## src/hw/rtl/z80wl_pkg.sv

```systemverilog
// Shared types, codes and constants of the Z80 16-bit load group unit.
// Used by the byte memory, the register file, the sequencer and the top level.
`timescale 1ns / 1ps

package z80wl_pkg;

    // Memory geometry.
    localparam int ADDR_BITS = 16;
    localparam int MEM_DEPTH = 1 << ADDR_BITS;
    localparam int REG_COUNT = 7;
    localparam int REG_IDX_BITS = 3;

    // Operation modes.
    localparam logic [3:0] M_LD_IMM   = 4'd0;
    localparam logic [3:0] M_LD_MEM   = 4'd1;
    localparam logic [3:0] M_ST_MEM   = 4'd2;
    localparam logic [3:0] M_LD_SP    = 4'd3;
    localparam logic [3:0] M_PUSH     = 4'd4;
    localparam logic [3:0] M_POP      = 4'd5;
    localparam logic [3:0] M_POKE     = 4'd6;
    localparam logic [3:0] M_PEEK_MEM = 4'd7;
    localparam logic [3:0] M_PEEK_REG = 4'd8;

    // Register pair indexes.
    localparam logic [2:0] R_BC = 3'd0;
    localparam logic [2:0] R_DE = 3'd1;
    localparam logic [2:0] R_HL = 3'd2;
    localparam logic [2:0] R_SP = 3'd3;
    localparam logic [2:0] R_AF = 3'd4;
    localparam logic [2:0] R_IX = 3'd5;
    localparam logic [2:0] R_IY = 3'd6;
    localparam logic [2:0] R_NONE = 3'd7;

    // Result kinds.
    localparam logic [2:0] K_MEM_WRITE  = 3'd0;
    localparam logic [2:0] K_REG_UPDATE = 3'd1;
    localparam logic [2:0] K_MEM_READ   = 3'd2;
    localparam logic [2:0] K_REG_READ   = 3'd3;
    localparam logic [2:0] K_ILLEGAL    = 3'd4;

    // Register file access request.
    typedef struct packed {
        logic                    re;
        logic [REG_IDX_BITS-1:0] raddr;
        logic                    we;
        logic [REG_IDX_BITS-1:0] waddr;
        logic [15:0]             wdata;
    } t_rf_req;

    // Byte memory access request.
    typedef struct packed {
        logic                 re;
        logic [ADDR_BITS-1:0] raddr;
        logic                 we;
        logic [ADDR_BITS-1:0] waddr;
        logic [7:0]           wdata;
    } t_mem_req;

    // A 16-bit address folded onto the memory size.
    function automatic logic [ADDR_BITS-1:0] mem_addr(input logic [15:0] a);
        return a[ADDR_BITS-1:0];
    endfunction

    // The folded address as reported on the result port.
    function automatic logic [15:0] report_addr(input logic [15:0] a);
        return 16'(a[ADDR_BITS-1:0]);
    endfunction

endpackage

```

## src/hw/rtl/z80wl_regfile.sv

```systemverilog
// Register pair file of the load group unit: seven 16-bit entries, registered read.
// Depends on z80wl_pkg; entries read as zero until first written after reset.
`timescale 1ns / 1ps

module z80wl_regfile
    import z80wl_pkg::*;
(
    input  logic        i_clk,
    input  logic        i_rst_n,
    input  t_rf_req     i_req,
    output logic [15:0] o_rdata
);

    logic [15:0]          r_mem [0:REG_COUNT-1];
    logic [REG_COUNT-1:0] r_valid;
    logic [15:0]          r_rdata;
    logic                 r_rvalid;

    // Write port; the payload array needs no reset.
    always_ff @(posedge i_clk) begin
        if (i_req.we) begin
            r_mem[i_req.waddr] <= i_req.wdata;
        end
    end

    // Valid bits stand in for the all-zero reset of the entries.
    always_ff @(posedge i_clk) begin
        if (!i_rst_n) begin
            r_valid <= '0;
        end else if (i_req.we) begin
            r_valid[i_req.waddr] <= 1'b1;
        end
    end

    // Read port, registered.
    always_ff @(posedge i_clk) begin
        if (!i_rst_n) begin
            r_rvalid <= 1'b0;
        end else if (i_req.re) begin
            r_rvalid <= r_valid[i_req.raddr];
        end
    end

    always_ff @(posedge i_clk) begin
        if (i_req.re) begin
            r_rdata <= r_mem[i_req.raddr];
        end
    end

    assign o_rdata = r_rvalid ? r_rdata : 16'd0;

endmodule

```

## config.mk

```make
export PLATFORM = sky130hd
export DESIGN_NAME = z80wl_regfile
export DESIGN_NICKNAME = d
export VERILOG_FILES = /design/src/hw/rtl/z80wl_pkg.sv /design/src/hw/rtl/z80wl_regfile.sv
export SDC_FILE = /design/constraint.sdc
export NUM_CORES = 1
export LEC_CHECK = 0
export BUFFER_PORTS_ARGS = -buffer_cell sky130_fd_sc_hd__buf_2
export CORE_ASPECT_RATIO = 2
export CORE_MARGIN = 3
export CORE_UTILIZATION = 59
export CTS_CLUSTER_SIZE = 14
export DETAILED_ROUTE_END_ITERATION = 7
export PLACE_DENSITY = 0.79
export SLEW_MARGIN = 10
export SYNTH_ARGS = -nofsm -noshare
export SYNTH_HDL_FRONTEND = slang
export SYNTH_SLANG_ARGS = --single-unit
```

## constraint.sdc

```tcl
create_clock -name i_clk -period 2.4 [get_ports i_clk]
set_input_delay 0.36 -clock i_clk [delete_from_list [all_inputs] [get_ports i_clk]]
set_output_delay 0.36 -clock i_clk [all_outputs]
set_load 0.01 [all_outputs]
```

## Word-level counts from Yosys, hierarchy flattened

Memory sizes are Yosys's and may differ from the RTL's. A register that Yosys moved wholly into a read port is not among the register bits.
Cells that the tools add are included.
W data, S select, Z words.

| word-level totals | value |
|---|---|
| register bits after elaboration | 8 |
| word-level logic and storage cells | 15 |
| output and inout port bits | 16 |
| memory bits (writable) | 112 |
| bits of input ports | 26 |
| memories kept | 1 |

| cells by class | value |
|---|---|
| bitwise gates (word level) | 1 |
| reduce and logical (&&, ||, !) cells | 1 |
| $lt $le $gt $ge | 3 |
| muxes and demuxes | 7 |

Memory list:

| memory | words | width | rd ports | clocked after memory_dff | write ports | RTL line | text |
|---|---|---|---|---|---|---|---|
| r_mem | 7 | 16 | 1 | 1 | 1 | z80wl_regfile.sv:14 | `logic [15:0] r_mem [0:REG_COUNT-1];` |

Operators by type and width:

| operator | number |
|---|---|
| $mux W16 | 1 |
| $lt A3 B4 Y1 const B | 2 |
| $or A7 B7 Y7 | 1 |
| $mux W1 | 4 |
| $bmux W1 S3 | 1 |
| $demux W1 S3 | 1 |
| $ge A3 B1 Y1 const B | 1 |
| $logic_and A1 B1 Y1 | 1 |

## Depth between registers and ports, before layout

| depth | value |
|---|---|
| depth after elaboration | 5 |
| depth in mapped cells | 6 |
| mapped depth without buffers | 3 |

## Worst setup path after synthesis

Ideal clock, no wire load.

| timing | value |
|---|---|
| path kind | input to register |
| from | in i_req[16] (netlist bit) |
| to | mem r_mem[0][0] (enable) |
| data arrival time | 1724 ps |
| stages on the path | 2 |
| required time | 1988 ps |
| library setup time | 412 ps |
| path slack | 264 ps |
| cells stage by stage | nand2b_1 nor3_1 |

RTL lines:

| item | RTL line | text |
|---|---|---|
| start: declaration | z80wl_regfile.sv:10 | `input t_rf_req i_req,` |
| end: declaration | z80wl_regfile.sv:14 |  |

No word-level cell before the write port.

## Final worst setup path

| timing | value |
|---|---|
| from | reg r_rvalid |
| to | out o_rdata[4] |

| on the way | value |
|---|---|
| cells in the longest elaborated chain, start to end | 1 |

Ends and longest elaborated chain:

| item | RTL line | text |
|---|---|---|
| start: declaration | z80wl_regfile.sv:17 | `logic r_rvalid;` |
| start signal: assignment | z80wl_regfile.sv:40 | `r_rvalid <= r_valid[i_req.raddr];` |
| $mux W16 | z80wl_regfile.sv:50 | `assign o_rdata = r_rvalid ? r_rdata : 16'd0;` |
| end: declaration | z80wl_regfile.sv:11 | `output logic [15:0] o_rdata` |

Every way passes these cells.

==> out/qor.yml <==
status:
  status: "finished clean"
logic_synthesis:
  synth_compound_area_share_pct: 2.73
  synthArstFlopShare_pct: 0
  synth_area_leaders: "edfxtp_1, mux4_2, mux2i_1"
  synth_top_family_by_area: "multiplexers"
  synth_xor_area_share_pct: 0
  synth-adder-area-share_pct: 0
  synth_mux_area_share_pct: 14.6
  synth-seq-cells: 136
  synth_ff_type: "edfxtp_1"
  netlist.area_leader.share_pct: 73.6
  synth_edf_count: 128
  yosys.area.top_type: "edfxtp_1"
  yosys.area_share.simple_pct: 4.24
  ys_seq_area_share_pct: 76.6
  syn_area_um2: 5230
  syn_nets: 297
  synth.avg_cell_area_um2: 19.3
  yosys_warnings: 0
  synth_cells: 271
  yosysUniqueCellTypes: 21
global_routing:
  overflow: 0
  track_usage_pct: 21.1
  antenna_found_initial: 0
  grt_pass1_vias: 2878
  grt_max_degree: 50
  grt_pass1_wl_um: 15000
clock_tree:
  clockRootBuffer: "clkbuf_16"
  numClockSinks: 136
  clock_path_buffers: 2
  numCtsBuffers: 17
  htreeDepth: 4
  cts_resized: 0
  cts_tree: "yes"
  hold_buffers: 0
  insertion_delay_ps: 410
  path_clk_slew_ps: 50
  cts_setup_buffers: 0
floorplan:
  core-area_um2: 8650
  die_h_um: 139
  rows: 48
  pin_count: 42
  dieArea_um2: 10100
  initial_core_util_pct: 60.4
  die_w_um: 72.5
timing:
  tns_ps: 0
  fin_ws_ps: 525
  whs_ps: 202
  hold_viol_final: 0
  finalCriticalPeriod_ps: 1870
  tightest_slew_ps: 914
  fmax_mhz: 533
  relSlewSlack_pct: 39.1
  rsz0062_at_grt: "no"
  period_share_pct: 78.1
  skew_ps: 6.16
  slew_viol_final: 0
  setup_viol: 0
layout:
  ff_latch_area_um2: 4000
  final_nets: 353
  drive_gt1_share_pct: 31.2
  stdcell_count: 440
  final_area_um2: 6100
  multi_input_area_um2: 1140
  antenna_cells: 0
  fin_util_pct: 70.5
  nFillCells: 561
  synthToLayoutAreaGrowth_pct: 16.7
critical_path:
  cp_slowest_stage_delay_ps: 720
  setup.worst_path.class: "reg2out"
  r2r_cells: 2
  required_ps: 2040
  start_kind: "register"
  path_max_fanout: 17
  crit_slowest_cell: "dfxtp_1"
  worstPathArrival_ps: 1510
  critPathCaptureType: "output port"
  worstPathCellList: "and2_1, buf_2"
drt:
  drt_iter0_drc: 215
  ant_nets: 0
  vias: 2607
  wl_per_cell_um: 22.0
  viasPerCell: 5.93
  dr.pass1.iters: 4
  drc: 0
  routed_wl_um: 9660
placed_design:
  io_buffers: 41
  dp_hpwl_um: 5200
  placed_cell_area_um2: 5550
  pre_cts_ws_ps: 367
  gp_congestion: 0.676
  dp.cells: 408
flow_run:
  drv_cap: 0
power:
  p_leak_nw: 2.18
  p_sw_share_pct: 19.5
  p_clk_share_pct: 44.4
  p_sw_mw: 1.05
  p_int_mw: 4.31
  power.total_mw: 5.36
  powerDensity_nw_per_um2: 879
  vdd_drop_max_mv: 0.810
  seq_power_share_pct: 50.8
  combPwrFrac_pct: 4.8
hold_path:
  hp-class: "in2reg"
  worstHoldPathCells: 1
cell usage in the layout (no fill, tap or decap):
master        n
buf_2        41
mux2i_1      19
a21oi_1       1
and2_1       16
o21a_1        7
dfxtp_1       8
clkinvlp_4    2
mux4_1        3
nor3_2        2
bufinv_16     2
mux2_2       16
nand2_1      18
o21ai_0      17
nand2b_1      4
buf_12        1
clkbuf_16    17
nor2_1        5
clkinv_1      5
buf_4         8
clkbuf_1      3
mux4_2       14
clkinv_2      3
edfxtp_1    128
cell families (layout without fill, tap and decap cells):
logic type	Yosys count	in the layout
DFF	136	136
AOI/OAI and AO/OA	25	25
buffers and inverters	13	82
and+or+nand+nor	45	45
muxes	52	52
critical path: cells and delay by family (launching register included):
family | cells | cell delay [ps]
buffers and inverters | 1 | 140
and+or+nand+nor | 1 | 250
DFF | 1 | 720
metal layers:
layer | up-vias | GRT usage [%] | wire, um
met5 | - | 0 | 0
met4 | 0 | 9.24 | 212
met3 | 21 | 6.82 | 375
met2 | 68 | 36.8 | 5550
met1 | 1341 | 22.6 | 3530
li1 | 1177 | - | -
Yosys cell counts, types with 4 or more instances:
master and number:
nor2_1 5, clkbuf_1 5, and2_1 16, edfxtp_1 128, mux2_2 16, nand2_1 18
mux4_2 14, o21a_1 7, dfxtp_1 8, o21ai_0 17, mux2i_1 19, nand2b_1 4
registers in the layout (all words and copies together) (netlist names):
name,count
r_rvalid,1
r_mem,112
r_rdata,16
r_valid,7
power by group through the flow:
stage / Combinational, mW / Clock, mW / Sequential, mW
after detailed placement: 0.257 / 0 / 2.77
after global placement: 0.247 / 0 / 2.76
final: 0.257 / 2.38 / 2.72
after global routing: 0.280 / 2.53 / 2.73
after floorplan: 0.164 / 0 / 2.76
after CTS: 0.262 / 2.41 / 2.72
worst paths after layout:
| kind | slack (ps) | end | start |
|---|---|---|---|
| max | 530 | o_rdata[4] | r_rvalid |
| min | 200 | r_mem[0][2] | i_req[2] |
| max reg2reg | 980 | r_rdata[1] | r_mem[1][1] |
| min reg2reg | 480 | r_valid[0] | r_valid[0] |
cell type report:
type                            count  area share, %
Clock buffer                       20           7.16
Clock inverter                     12           1.78
Multi-Input combinational cell    122           18.7
Sequential cell                   136           65.7
Tap cell                          100           2.05
Timing Repair Buffer               50           4.68
No activity file was read; power rests on OpenSTA's default activity.
