**config.mk**
```make
export PLATFORM = sky130hd
export DESIGN_NAME = z80wl_seq
export DESIGN_NICKNAME = d
export VERILOG_FILES = /design/src/hw/rtl/z80wl_pkg.sv /design/src/hw/rtl/z80wl_seq.sv
export SDC_FILE = /design/constraint.sdc
export NUM_CORES = 1
export LEC_CHECK = 0
export BUFFER_PORTS_ARGS = -buffer_cell sky130_fd_sc_hd__buf_4
export CAP_MARGIN = 20
export CORE_ASPECT_RATIO = 1.25
export CORE_MARGIN = 2
export CORE_UTILIZATION = 55
export CTS_BUF_LIST = sky130_fd_sc_hd__clkbuf_2
export DETAILED_ROUTE_END_ITERATION = 10
export GPL_TIMING_DRIVEN = 1
export PLACE_DENSITY = 0.89
export SYNTH_ARGS = -nofsm -noshare
export SYNTH_HDL_FRONTEND = slang
export SYNTH_SLANG_ARGS = --single-unit
```
**constraint.sdc**
```tcl
create_clock -name i_clk -period 6.36 [get_ports i_clk]
set_input_delay 1.272 -clock i_clk [delete_from_list [all_inputs] [get_ports i_clk]]
set_output_delay 1.272 -clock i_clk [all_outputs]
set_load 0.02 [all_outputs]
```
**src/hw/rtl/z80wl_pkg.sv**
```systemverilog
// Shared types, codes and constants of the Z80 16-bit load group unit.
// Used by the byte memory, the register file, the sequencer and the top level.
`timescale 1ns / 1ps

package z80wl_pkg;

    // Memory geometry.
    localparam int ADDR_BITS = 16;
    localparam int MEM_DEPTH = 1 << ADDR_BITS;
    localparam int REG_COUNT = 7;
    localparam int REG_IDX_BITS = 3;

    // Operation modes.
    localparam logic [3:0] M_LD_IMM   = 4'd0;
    localparam logic [3:0] M_LD_MEM   = 4'd1;
    localparam logic [3:0] M_ST_MEM   = 4'd2;
    localparam logic [3:0] M_LD_SP    = 4'd3;
    localparam logic [3:0] M_PUSH     = 4'd4;
    localparam logic [3:0] M_POP      = 4'd5;
    localparam logic [3:0] M_POKE     = 4'd6;
    localparam logic [3:0] M_PEEK_MEM = 4'd7;
    localparam logic [3:0] M_PEEK_REG = 4'd8;

    // Register pair indexes.
    localparam logic [2:0] R_BC = 3'd0;
    localparam logic [2:0] R_DE = 3'd1;
    localparam logic [2:0] R_HL = 3'd2;
    localparam logic [2:0] R_SP = 3'd3;
    localparam logic [2:0] R_AF = 3'd4;
    localparam logic [2:0] R_IX = 3'd5;
    localparam logic [2:0] R_IY = 3'd6;
    localparam logic [2:0] R_NONE = 3'd7;

    // Result kinds.
    localparam logic [2:0] K_MEM_WRITE  = 3'd0;
    localparam logic [2:0] K_REG_UPDATE = 3'd1;
    localparam logic [2:0] K_MEM_READ   = 3'd2;
    localparam logic [2:0] K_REG_READ   = 3'd3;
    localparam logic [2:0] K_ILLEGAL    = 3'd4;

    // Register file access request.
    typedef struct packed {
        logic                    re;
        logic [REG_IDX_BITS-1:0] raddr;
        logic                    we;
        logic [REG_IDX_BITS-1:0] waddr;
        logic [15:0]             wdata;
    } t_rf_req;

    // Byte memory access request.
    typedef struct packed {
        logic                 re;
        logic [ADDR_BITS-1:0] raddr;
        logic                 we;
        logic [ADDR_BITS-1:0] waddr;
        logic [7:0]           wdata;
    } t_mem_req;

    // A 16-bit address folded onto the memory size.
    function automatic logic [ADDR_BITS-1:0] mem_addr(input logic [15:0] a);
        return a[ADDR_BITS-1:0];
    endfunction

    // The folded address as reported on the result port.
    function automatic logic [15:0] report_addr(input logic [15:0] a);
        return 16'(a[ADDR_BITS-1:0]);
    endfunction

endpackage

```
**src/hw/rtl/z80wl_seq.sv**
```systemverilog
// Sequencer of the load group unit: decodes a request, drives the two memories
// step by step and registers each result. Depends on z80wl_pkg.
`timescale 1ns / 1ps

module z80wl_seq
    import z80wl_pkg::*;
(
    input  logic        i_clk,
    input  logic        i_rst_n,
    input  logic        i_start,
    output logic        o_busy,
    input  logic [3:0]  i_mode,
    input  logic [2:0]  i_reg_sel,
    input  logic [15:0] i_operand,
    input  logic [7:0]  i_poke_byte,
    input  logic [15:0] i_rf_rdata,
    input  logic [7:0]  i_mem_rdata,
    output t_rf_req     o_rf_req,
    output t_mem_req    o_mem_req,
    output logic        o_valid,
    output logic [2:0]  o_kind,
    output logic [15:0] o_address,
    output logic [7:0]  o_byte_value,
    output logic [15:0] o_reg_value,
    output logic        o_last
);

    localparam logic [3:0] S_IDLE = 4'd0;
    localparam logic [3:0] S_MR   = 4'd1;
    localparam logic [3:0] S_RR   = 4'd2;
    localparam logic [3:0] S_LM1  = 4'd3;
    localparam logic [3:0] S_LM2  = 4'd4;
    localparam logic [3:0] S_FIN  = 4'd5;
    localparam logic [3:0] S_SM1  = 4'd6;
    localparam logic [3:0] S_SM2  = 4'd7;
    localparam logic [3:0] S_LS   = 4'd8;
    localparam logic [3:0] S_PU1  = 4'd9;
    localparam logic [3:0] S_PU2  = 4'd10;
    localparam logic [3:0] S_PU3  = 4'd11;
    localparam logic [3:0] S_PO1  = 4'd12;
    localparam logic [3:0] S_PO2  = 4'd13;
    localparam logic [3:0] S_PO3  = 4'd14;

    logic [3:0]  r_state, n_state;
    logic [2:0]  r_sel, n_sel;
    logic [15:0] r_addr, n_addr;
    logic [15:0] r_val, n_val;

    logic        r_valid, n_valid;
    logic [2:0]  r_kind, n_kind;
    logic [15:0] r_address, n_address;
    logic [7:0]  r_byte, n_byte;
    logic [15:0] r_regv, n_regv;
    logic        r_last, n_last;

    logic        accept;
    logic        bad;
    logic [15:0] sp_dec;

    assign accept = i_start && (r_state == S_IDLE);
    assign sp_dec = i_rf_rdata - 16'd1;

    // Legality of the register choice for each mode.
    always_comb begin
        case (i_mode)
            M_LD_IMM, M_LD_MEM, M_ST_MEM: bad = (i_reg_sel == R_NONE) || (i_reg_sel == R_AF);
            M_LD_SP:    bad = !((i_reg_sel == R_HL) || (i_reg_sel == R_IX) ||
                                (i_reg_sel == R_IY));
            M_PUSH, M_POP: bad = (i_reg_sel == R_NONE) || (i_reg_sel == R_SP);
            M_POKE, M_PEEK_MEM: bad = 1'b0;
            M_PEEK_REG: bad = (i_reg_sel == R_NONE);
            default:    bad = 1'b1;
        endcase
    end

    // Step logic: memory requests, next state and the next result.
    always_comb begin
        n_state   = r_state;
        n_sel     = r_sel;
        n_addr    = r_addr;
        n_val     = r_val;
        n_valid   = 1'b0;
        n_kind    = K_MEM_WRITE;
        n_address = 16'd0;
        n_byte    = 8'd0;
        n_regv    = 16'd0;
        n_last    = 1'b0;
        o_rf_req  = '0;
        o_mem_req = '0;
        case (r_state)
            S_IDLE: begin
                if (accept) begin
                    n_sel  = i_reg_sel;
                    n_addr = i_operand;
                    if (bad) begin
                        n_valid = 1'b1;
                        n_kind  = K_ILLEGAL;
                        n_last  = 1'b1;
                    end else begin
                        case (i_mode)
                            M_LD_IMM: begin
                                o_rf_req.we    = 1'b1;
                                o_rf_req.waddr = i_reg_sel;
                                o_rf_req.wdata = i_operand;
                                n_valid = 1'b1;
                                n_kind  = K_REG_UPDATE;
                                n_regv  = i_operand;
                                n_last  = 1'b1;
                            end
                            M_LD_MEM: begin
                                o_mem_req.re    = 1'b1;
                                o_mem_req.raddr = mem_addr(i_operand);
                                n_state = S_LM1;
                            end
                            M_ST_MEM: begin
                                o_rf_req.re    = 1'b1;
                                o_rf_req.raddr = i_reg_sel;
                                n_state = S_SM1;
                            end
                            M_LD_SP: begin
                                o_rf_req.re    = 1'b1;
                                o_rf_req.raddr = i_reg_sel;
                                n_state = S_LS;
                            end
                            M_PUSH: begin
                                o_rf_req.re    = 1'b1;
                                o_rf_req.raddr = i_reg_sel;
                                n_state = S_PU1;
                            end
                            M_POP: begin
                                o_rf_req.re    = 1'b1;
                                o_rf_req.raddr = R_SP;
                                n_state = S_PO1;
                            end
                            M_POKE: begin
                                o_mem_req.we    = 1'b1;
                                o_mem_req.waddr = mem_addr(i_operand);
                                o_mem_req.wdata = i_poke_byte;
                                n_valid   = 1'b1;
                                n_kind    = K_MEM_WRITE;
                                n_address = report_addr(i_operand);
                                n_byte    = i_poke_byte;
                                n_last    = 1'b1;
                            end
                            M_PEEK_MEM: begin
                                o_mem_req.re    = 1'b1;
                                o_mem_req.raddr = mem_addr(i_operand);
                                n_state = S_MR;
                            end
                            default: begin
                                o_rf_req.re    = 1'b1;
                                o_rf_req.raddr = i_reg_sel;
                                n_state = S_RR;
                            end
                        endcase
                    end
                end
            end
            S_MR: begin
                n_valid   = 1'b1;
                n_kind    = K_MEM_READ;
                n_address = report_addr(r_addr);
                n_byte    = i_mem_rdata;
                n_last    = 1'b1;
                n_state   = S_IDLE;
            end
            S_RR: begin
                n_valid = 1'b1;
                n_kind  = K_REG_READ;
                n_regv  = i_rf_rdata;
                n_last  = 1'b1;
                n_state = S_IDLE;
            end
            S_LM1, S_PO2: begin
                // Low byte arrived; fetch the high byte at the next address.
                n_valid         = 1'b1;
                n_kind          = K_MEM_READ;
                n_address       = report_addr(r_addr);
                n_byte          = i_mem_rdata;
                n_val[7:0]      = i_mem_rdata;
                n_addr          = r_addr + 16'd1;
                o_mem_req.re    = 1'b1;
                o_mem_req.raddr = mem_addr(n_addr);
                n_state         = (r_state == S_LM1) ? S_LM2 : S_PO3;
            end
            S_LM2: begin
                n_valid     = 1'b1;
                n_kind      = K_MEM_READ;
                n_address   = report_addr(r_addr);
                n_byte      = i_mem_rdata;
                n_val[15:8] = i_mem_rdata;
                n_state     = S_FIN;
            end
            S_FIN: begin
                o_rf_req.we    = 1'b1;
                o_rf_req.waddr = r_sel;
                o_rf_req.wdata = r_val;
                n_valid = 1'b1;
                n_kind  = K_REG_UPDATE;
                n_regv  = r_val;
                n_last  = 1'b1;
                n_state = S_IDLE;
            end
            S_SM1: begin
                n_val           = i_rf_rdata;
                o_mem_req.we    = 1'b1;
                o_mem_req.waddr = mem_addr(r_addr);
                o_mem_req.wdata = i_rf_rdata[7:0];
                n_valid         = 1'b1;
                n_kind          = K_MEM_WRITE;
                n_address       = report_addr(r_addr);
                n_byte          = i_rf_rdata[7:0];
                n_addr          = r_addr + 16'd1;
                n_state         = S_SM2;
            end
            S_SM2, S_PU3: begin
                // Final byte of a store: high byte for a store, low byte for a push.
                o_mem_req.we    = 1'b1;
                o_mem_req.waddr = mem_addr(r_addr);
                o_mem_req.wdata = (r_state == S_SM2) ? r_val[15:8] : r_val[7:0];
                n_valid         = 1'b1;
                n_kind          = K_MEM_WRITE;
                n_address       = report_addr(r_addr);
                n_byte          = o_mem_req.wdata;
                n_last          = 1'b1;
                n_state         = S_IDLE;
                if (r_state == S_PU3) begin
                    o_rf_req.we    = 1'b1;
                    o_rf_req.waddr = R_SP;
                    o_rf_req.wdata = r_addr;
                end
            end
            S_LS: begin
                o_rf_req.we    = 1'b1;
                o_rf_req.waddr = R_SP;
                o_rf_req.wdata = i_rf_rdata;
                n_valid = 1'b1;
                n_kind  = K_REG_UPDATE;
                n_regv  = i_rf_rdata;
                n_last  = 1'b1;
                n_state = S_IDLE;
            end
            S_PU1: begin
                n_val          = i_rf_rdata;
                o_rf_req.re    = 1'b1;
                o_rf_req.raddr = R_SP;
                n_state        = S_PU2;
            end
            S_PU2: begin
                o_mem_req.we    = 1'b1;
                o_mem_req.waddr = mem_addr(sp_dec);
                o_mem_req.wdata = r_val[15:8];
                n_valid         = 1'b1;
                n_kind          = K_MEM_WRITE;
                n_address       = report_addr(sp_dec);
                n_byte          = r_val[15:8];
                n_addr          = sp_dec - 16'd1;
                n_state         = S_PU3;
            end
            S_PO1: begin
                n_addr          = i_rf_rdata;
                o_mem_req.re    = 1'b1;
                o_mem_req.raddr = mem_addr(i_rf_rdata);
                n_state         = S_PO2;
            end
            S_PO3: begin
                n_valid        = 1'b1;
                n_kind         = K_MEM_READ;
                n_address      = report_addr(r_addr);
                n_byte         = i_mem_rdata;
                n_val[15:8]    = i_mem_rdata;
                o_rf_req.we    = 1'b1;
                o_rf_req.waddr = R_SP;
                o_rf_req.wdata = r_addr + 16'd1;
                n_state        = S_FIN;
            end
            default: begin
                n_state = S_IDLE;
            end
        endcase
    end

    // Control registers.
    always_ff @(posedge i_clk) begin
        if (!i_rst_n) begin
            r_state <= S_IDLE;
            r_valid <= 1'b0;
        end else begin
            r_state <= n_state;
            r_valid <= n_valid;
        end
    end

    // Working and result payload registers.
    always_ff @(posedge i_clk) begin
        r_sel     <= n_sel;
        r_addr    <= n_addr;
        r_val     <= n_val;
        r_kind    <= n_kind;
        r_address <= n_address;
        r_byte    <= n_byte;
        r_regv    <= n_regv;
        r_last    <= n_last;
    end

    assign o_busy       = (r_state != S_IDLE);
    assign o_valid      = r_valid;
    assign o_kind       = r_kind;
    assign o_address    = r_address;
    assign o_byte_value = r_byte;
    assign o_reg_value  = r_regv;
    assign o_last       = r_last;

    // An illegal request answers with one final error result in the next cycle.
    a_illegal_next: assert property (@(posedge i_clk) disable iff (!i_rst_n)
        (accept && bad) |=> (r_valid && r_last && (r_kind == K_ILLEGAL) &&
                             (r_state == S_IDLE)))
        else $error("illegal request did not give a single error result");

    // The final result of an item appears exactly when the sequencer is idle again.
    a_last_idle: assert property (@(posedge i_clk) disable iff (!i_rst_n)
        r_valid |-> (r_last == (r_state == S_IDLE)))
        else $error("final result flag out of step with the sequencer");

    // No step reads and writes the same register pair in one cycle.
    a_rf_no_overlap: assert property (@(posedge i_clk) disable iff (!i_rst_n)
        !(o_rf_req.re && o_rf_req.we && (o_rf_req.raddr == o_rf_req.waddr)))
        else $error("register file read and write collide");

    // A push ends by writing back the twice-decremented stack pointer.
    a_push_sp: assert property (@(posedge i_clk) disable iff (!i_rst_n)
        (r_state == S_PU2) |=> (o_rf_req.we && (o_rf_req.waddr == R_SP) &&
                                (o_rf_req.wdata == $past(sp_dec) - 16'd1)))
        else $error("push did not update the stack pointer");

endmodule
```
==> Word level (Yosys, flattened, before mapping) <==
Index checks and enable logic that the tools add are counted.
{ "op_classes": {"add_sub_neg": 3, "eq_ne": 31, "n_mux": 45, "n_reduce_logical": 32} }
{ "op_table": {"columns": ["operator", "count"], "rows": [
  ["$mux W16", 7],
  ["$pmux W20 S5", 1],
  ["$pmux W25 S4", 1],
  ["$pmux W16 S3", 2],
  ["$mux W42", 2],
  ["$pmux W16 S4", 1],
  ["$pmux W4 S7", 2],
  ["$pmux W17 S3", 1],
  ["$mux W24", 2],
  ["$mux W20", 2],
  ["$pmux W8 S5", 1],
  ["$eq A4 B3 Y1 const B", 8],
  ["$eq A4 B4 Y1 const B", 8],
  ["$mux W8", 4],
  ["$pmux W8 S2", 2],
  ["$sub A16 B1 Y16 const B", 2],
  ["$mux W25", 1],
  ["$reduce_or A2 Y1", 10],
  ["$mux W17", 1],
  ["$add A16 B1 Y16 const B", 1],
  ["$eq A4 B2 Y1 const B", 4],
  ["$pmux W4 S2", 2],
  ["$eq A3 B3 Y1 const B", 4],
  ["$mux W4", 3],
  ["other kinds (22)", 39]
]} }
{ "totals": {"reg_bits": 84, "input_bits": 58, "out_inout_bits": 112} }

==> Longest topological paths before layout <==
Gate-level depths: netlist (run 1).
{ "logic_depth": {"depth_word": 8, "mapped_depth": 11, "mapped_depth_nobuf": 9} }

==> Worst setup path after synthesis (run 1) <==
Ideal clock, no wire load.
{ "synth_timing": {"path_kind": "input to output", "start": "in i_mode[2]", "end": "out o_rf_req[20] (netlist name)", "t_arrival_ns": 3.154, "t_required_ns": 5.088, "slack_ns": 1.934, "cell_stages": 8, "path_cell_list": "buf_2 -> nand3b_1 -> a21oi_1 -> o221a_2 -> a21oi_1 -> nand2_1 -> o21ai_0 -> o21a_1"} }
{ "synth_lines": {"columns": ["element", "line_no", "rtl"], "rows": [
  ["from (decl)", "z80wl_seq.sv:12", "input logic [3:0] i_mode,"],
  ["to (decl)", "z80wl_seq.sv:18", "output t_rf_req o_rf_req,"]
]} }

==> impl_metrics.py, run 1 <==
metrics = {
    "sta": {
        "rsz0062_at_grt": "false",
        "relSlewSlack_pct": 27.0,
        "max_freq_mhz": 188,
        "slew_viol_final": 0,
        "hold_viol_final": 0,
        "setup_viol": 0,
        "finClkSkew_ns": 0.0340,
        "finalCriticalPeriod_ns": 5.31,
        "tightest_slew_ns": 1.09,
        "fin_crit_sh_pct": 83.4,
        "setup_tns_ns": 0,
    },
    "layout": {
        "final_net_count": 919,
        "seqCellArea_um2": 2030,
        "area_growth_syn_to_layout_pct": 23.1,
        "fillerInstances": 860,
        "multi_input_area_um2": 3520,
        "instances_no_fill": 995,
        "layout.cells.most_common": "buf_4",
        "layout-drive-gt1-share_pct": 26.1,
        "mostFrequentLayoutCells": "buf_4, nand2_1, nor2_1",
    },
    "detailed_routing": {
        "via_count": 6587,
        "routedWlPerCell_um": 22.0,
        "wirelength_met1_um": 8090,
        "top_layer": "met4",
        "first_pass_iters": 9,
        "met2WireLength_um": 10000,
        "viasPerCell": 6.62,
        "wl_met3_um": 2950,
        "route.detailed.drc": 0,
        "ant_nets": 0,
        "wl_um": 21900,
        "drt_iter0_drc": 977,
    },
    "setup_path": {
        "cp_max_fo": 26,
        "crit_type": "flip-flop to primary output",
        "startpoint_type": "flip-flop",
        "crit_required_ns": 5.09,
        "end_kind": "primary output",
        "worstPathArrival_ns": 4.03,
        "worst-r2r-cell-count": 5,
    },
    "cts": {
        "holdBufCountCts": 0,
        "cts_resized": 0,
        "cts_tree": "yes",
        "path_clk_slew_ns": 0.28,
        "h-tree-depth": 3,
        "insertion_delay_ns": 0.64,
        "postCtsSetupBuffers": 0,
        "cts_buffers": 9,
        "clock_path_buffers": 2,
        "cts_root_buffer": "clkbuf_2",
        "cts_sinks": 84,
    },
    "power_and_ir_drop": {
        "leakage_nw": 3.29,
        "ir_drop_mv": 0.134,
        "p_per_area_nw_per_um2": 180,
        "power_w": 0.00130,
    },
    "synthesis": {
        "synth.area.top_cells": "edfxtp_1, dfxtp_1, nand2_1",
        "synth_top_area_share_pct": 18.0,
        "synthArstFlopShare_pct": 0,
        "synth_area_leader_cell": "edfxtp_1",
        "syn-num-nets": 790,
        "synthesis.area_um2": 5850,
        "avgSynthCellArea_um2": 8.03,
        "synth_edf_count": 35,
        "synth_cell_types": 69,
        "ys.flop_type": "dfxtp_1",
        "ys_ff_latch": 84,
        "synth_cells": 728,
        "yosysSeqAreaShare_pct": 34.7,
        "yosysWarnings": 0,
    },
    "global_route": {
        "grt_max_degree": 36,
        "grt_pass1_vias": 6223,
        "grt-ovfl-total": 0,
        "antenna_found_initial": 1,
        "grt_pass1_wl_um": 33000,
        "grt_usage_pct": 37.6,
    },
    "die": {
        "die_w_um": 96.2,
        "row_count": 42,
        "die_h_um": 119,
        "core_um2": 10500,
        "start_util_pct": 55.9,
        "pin_count": 170,
        "dieArea_um2": 11500,
    },
    "outcome": {
        "run_status": "complete, no violations",
    },
    "min_path": {
        "hold_path.class": "flip-flop to flip-flop",
        "hold_depth": 1,
    },
    "placed_design": {
        "hpwl_um": 16000,
        "gp_congestion": 1.01,
        "port_buffers": 169,
        "place_inst": 976,
    },
    "flow_run": {
        "cap_violations": 0,
    },
}
-- state kept, by name (all words and copies together) (netlist names) --
signal	count
o_address	16
o_byte_value	8
r_sel	3
o_last	1
r_addr	16
o_kind	3
r_state	4
o_valid	1
o_reg_value	16
r_val	16
-- critical path, stage by stage (launching register included) --
cell and delay, ns:
dfxtp_1 0.65, nor4_1 0.76, nand2_1 0.26, inv_1 0.25, and4_1 0.88, a22oi_1 0.21, o211ai_1 0.20, buf_4 0.19
-- layer usage --
layer | vias to the layer above | track usage (%)
met1 | 3028 | 49.3
met2 | 549 | 57.6
met3 | 90 | 11.5
met4 | 0 | 14.1
met5 | - | 0
li1 | 2920 | -
-- power breakdown --
part	internal (W)	switching, W
Combinational	0.000133	0.000210
Sequential	0.000609	0.0000410
Clock	0.0000678	0.000236
-- synthesized netlist by cell type, drive strengths merged (11+ instances only) --
master and instances:
nand2b 12, and3 11, nor2 61, a22oi 50, buf 18, dfxtp 49, xnor2 21, edfxtp 35
nand3 19, nor3 12, o211ai 17, a221o 11, clkbuf 41, xor2 16, nand2 137, a21o 22
mux2 13, o21ai 38, a21oi 31
-- cell type report --
type | count | area share, %
antenna | 1 | 0.0348
clock buffer | 9 | 0.626
clock inverter | 7 | 0.990
inverter | 10 | 0.521
multi-input combinational | 575 | 48.9
sequential | 84 | 28.2
tap | 132 | 2.29
timing repair buffer | 177 | 18.4
-- final timing paths --
check	slack [ns]	endpoint	start
setup / recovery	1.05	o_rf_req[8]	r_state[1]$_SDFFE_PN0P_
hold / removal	0.60	o_address[15]$_DFF_P_	r_addr[15]$_DFFE_PP_
setup reg to reg	2.49	r_addr[3]$_DFFE_PP_	r_state[1]$_SDFFE_PN0P_
hold reg to reg	0.60	o_address[15]$_DFF_P_	r_addr[15]$_DFFE_PP_
-- logic make-up after synthesis --
kind of cell | count (synthesis) | synth area share (%)
adder cells (fa/ha/maj) | 4 | 0.856
flip-flops | 84 | 34.7
XOR/XNOR | 37 | 5.54
buffers and inverters | 69 | 5.33
AND/OR/NAND/NOR | 298 | 23.9
AO/OA/AOI/OAI | 214 | 25.6
multiplexers | 22 | 4.04
-- stage by stage --
stage | util [%] | worst slack [ns] | instance area (µm²) | hold WS, ns
after detailed placement | 67.6 | 1.48 | 7070 | 0.537
after CTS | 68.7 | 1.16 | 7190 | 0.596
after floorplan | - | 1.93 | 5850 | 0.489
after global routing | 68.9 | 0.822 | 7200 | 0.621
after global placement | 67.6 | 1.57 | 7070 | 0.523
final | 68.9 | 1.05 | 7200 | 0.599
No activity file was read; power rests on OpenSTA's default activity.
==> run 2: changes to the inputs <==
--- a/config.mk
+++ b/config.mk
@@ -5,15 +5,16 @@
 export SDC_FILE = /design/constraint.sdc
 export NUM_CORES = 1
 export LEC_CHECK = 0
+export ABC_AREA = 1
 export BUFFER_PORTS_ARGS = -buffer_cell sky130_fd_sc_hd__buf_4
 export CAP_MARGIN = 20
 export CORE_ASPECT_RATIO = 1.25
 export CORE_MARGIN = 2
-export CORE_UTILIZATION = 55
+export CORE_UTILIZATION = 50
 export CTS_BUF_LIST = sky130_fd_sc_hd__clkbuf_2
 export DETAILED_ROUTE_END_ITERATION = 10
 export GPL_TIMING_DRIVEN = 1
-export PLACE_DENSITY = 0.89
+export PLACE_DENSITY = 0.85
 export SYNTH_ARGS = -nofsm -noshare
 export SYNTH_HDL_FRONTEND = slang
 export SYNTH_SLANG_ARGS = --single-unit
==> constraint.sdc (replaced) <==
create_clock -name i_clk -period 4.8 [get_ports i_clk]
set_input_delay 0.96 -clock i_clk [delete_from_list [all_inputs] [get_ports i_clk]]
set_output_delay 0.96 -clock i_clk [all_outputs]
set_load 0.02 [all_outputs]
==> impl_metrics.py, run 2 <==
metrics = {
    "outcome": {
        "run_status": "complete, no violations",
    },
    "placed_design": {
        "port_buffers": 169,
        "hpwl_um": 19800,
        "placed_cell_area_um2": 7700,
        "gp_congestion": 1.03,
    },
    "synthesis": {
        "synthArstFlopShare_pct": 0,
        "syn-num-nets": 1018,
        "synth.area.top_cells": "edfxtp_1, dfxtp_1, nand2_1",
        "synth_top_area_share_pct": 16.7,
        "yosysWarnings": 0,
        "synth_cells": 956,
        "synth_edf_count": 35,
        "synth_area_leader_cell": "edfxtp_1",
        "yosysMostFrequentCell": "nand2_1",
        "ys.flop_type": "dfxtp_1",
        "synth_cell_types": 52,
        "synthesis.area_um2": 6300,
        "avgSynthCellArea_um2": 6.59,
        "synth_top_cells_by_count": "nand2_1, inv_1, nor2_1",
        "yosysSeqAreaShare_pct": 32.2,
        "ys_ff_latch": 84,
    },
    "global_route": {
        "grt-ovfl-total": 0,
        "antenna_found_initial": 1,
        "grt_pass1_vias": 7007,
        "grt_max_degree": 29,
        "grt_usage_pct": 37.1,
        "grt_pass1_wl_um": 38000,
    },
    "setup_path": {
        "crit_required_ns": 3.84,
        "crit_chain": "buf_4, inv_1, nand2_1, nor3_1, o221ai_2, nand2_1, nor2_4, nand2_1, inv_1, nand2_1, nand2_1, buf_4",
        "worstPathArrival_ns": 3.08,
        "worst-r2r-cell-count": 10,
        "startpoint_type": "input pin",
        "reg2reg_slack_ns": 2.02,
        "cp_common_cell": "nand2_1",
        "timing.rr.end": "r_addr[15]$_DFFE_PP_",
        "slowest_delay_ns": 0.44,
        "crit_slowest_cell": "nand2_1",
        "reg2reg_from": "r_state[2]$_SDFFE_PN0P_",
        "crit_type": "input pin to primary output",
        "end_kind": "primary output",
        "cp_max_fo": 11,
    },
    "detailed_routing": {
        "via_count": 7601,
        "ant_nets": 0,
        "drt_iter0_drc": 947,
        "first_pass_iters": 6,
        "viasPerCell": 5.90,
        "wl_um": 25300,
        "routedWlPerCell_um": 19.6,
        "route.detailed.drc": 0,
    },
    "cts": {
        "holdBufCountCts": 0,
        "cts_buffers": 9,
        "cts_sinks": 84,
        "insertion_delay_ns": 0.62,
        "cts_tree": "yes",
        "cts_resized": 0,
        "path_clk_slew_ns": 0.23,
        "clock_path_buffers": 2,
        "cts_root_buffer": "clkbuf_2",
        "postCtsSetupBuffers": 0,
        "h-tree-depth": 3,
    },
    "sta": {
        "relSlewSlack_pct": 46.1,
        "finClkSkew_ns": 0.0382,
        "hold_viol_final": 0,
        "tightest_slew_ns": 0.806,
        "slew_viol_final": 0,
        "max_freq_mhz": 248,
        "setup_tns_ns": 0,
        "fin_crit_sh_pct": 84.2,
        "rsz0062_at_grt": "false",
        "finalCriticalPeriod_ns": 4.04,
        "setup_viol": 0,
    },
    "min_path": {
        "min_to": "r_sel[2]$_DFFE_PP_",
        "hold_path_startpoint": "i_reg_sel[2]",
        "hold_depth": 1,
        "hold_path.class": "input pin to flip-flop",
    },
    "die": {
        "start_util_pct": 51.6,
        "row_count": 45,
        "dieArea_um2": 13500,
        "core_um2": 12200,
        "die_w_um": 104,
        "die_h_um": 130,
        "pin_count": 170,
    },
    "power_and_ir_drop": {
        "cellInternalPower_w": 0.00121,
        "seq_power_share_pct": 45.6,
        "power.switching_w": 0.000661,
        "leakage_nw": 3.92,
        "p_per_area_nw_per_um2": 238,
        "swShare_pct": 35.3,
        "ir_drop_mv": 0.189,
        "power.clock.fraction_pct": 26.5,
        "pwr-share-comb_pct": 27.9,
    },
    "flow_run": {
        "cap_violations": 0,
    },
    "layout": {
        "mostFrequentLayoutCells": "nand2_1, buf_4, inv_1",
        "area_growth_syn_to_layout_pct": 24.8,
        "final_core_util_pct": 64.4,
        "fillerInstances": 1174,
        "final_net_count": 1180,
        "finish.instance_area_um2": 7870,
        "layout.cells.most_common": "nand2_1",
        "multi_input_area_um2": 3630,
        "layout-drive-gt1-share_pct": 23.9,
        "seqCellArea_um2": 2030,
    },
}
run 2: changes by cell type in the layout (fill, tap and decap cells not counted), moves of 16 or more:
cell,change
nand2_1,+115
a22oi_1,-36
xnor2_1,-20
inv_2,+16
inv_1,+102
o21ai_0,+37
nand4_1,+19
a21o_1,-21
nor2_1,+40
nand3_1,+38
nor2_2,+16
run 2: worst max path at each step:
stage                     cells after the start       from  slack, ns             to
final                                        12  i_mode[2]       0.76  o_mem_req[33]
after global routing                         14  i_mode[2]       0.65  o_mem_req[33]
after CTS                                    12  i_mode[2]       0.86  o_mem_req[33]
after detailed placement                     12  i_mode[2]       0.86  o_mem_req[33]
after global placement                       12  i_mode[2]       0.91  o_mem_req[28]
after floorplan                              11  i_mode[2]       1.52    o_rf_req[4]
run 2: kinds of logic after synthesis:
| group | count (synthesis) | synth area share [%] |
|---|---|---|
| adders and majority gates | 4 | 0.794 |
| AOI/OAI and AO/OA | 207 | 20.3 |
| DFF | 84 | 32.2 |
| buffers and inverters | 158 | 10.1 |
| and+or+nand+nor | 495 | 35.4 |
| xor gates and xnor gates | 8 | 1.11 |
run 2: final cells by class:
cell class,instances,share of cell area (%)
Tap cell,164,2.61
Multi-Input combinational cell,714,46.2
Antenna cell,1,0.0318
Sequential cell,84,25.8
Timing Repair Buffer,179,17.1
Clock buffer,10,0.636
Clock inverter,6,1.43
Inverter,130,6.23
run 2: power by group through the flow:
stage,logic [W],clock network (W),registers (W)
6_report,0.000523,0.000496,0.000853
3_3_place_gp,0.000504,0,0.000864
3_5_place_dp,0.000507,0,0.000866
2_1_floorplan,0.000249,0,0.000896
5_1_grt,0.000558,0.000522,0.000857
4_1_cts,0.000510,0.000495,0.000851
run 2: critical path: cells and delay by family:
family,cells,cell delay (ns)
buf+inv,4,0.67
compound gates,1,0.17
simple gates,7,1.26
run 2: routing by layer:
layer	track usage (%)	vias up	wire, µm
li1	-	3514	-
met1	44.7	3412	9030
met2	62.1	560	12100
met3	7.34	115	2780
met4	21.5	0	1430
met5	0	-	0
run 2: metrics by stage:
stage | cells | setup slack (ns) | hold slack, ns | total power [W]
floorplan | 956 | 1.52 | 0.469 | 0.00114
CTS | 1287 | 0.858 | 0.537 | 0.00186
detailed placement | 1271 | 0.863 | 0.518 | 0.00137
global placement | 1271 | 0.912 | 0.496 | 0.00137
global route | 1288 | 0.653 | 0.522 | 0.00194
finish | 1288 | 0.760 | 0.546 | 0.00187
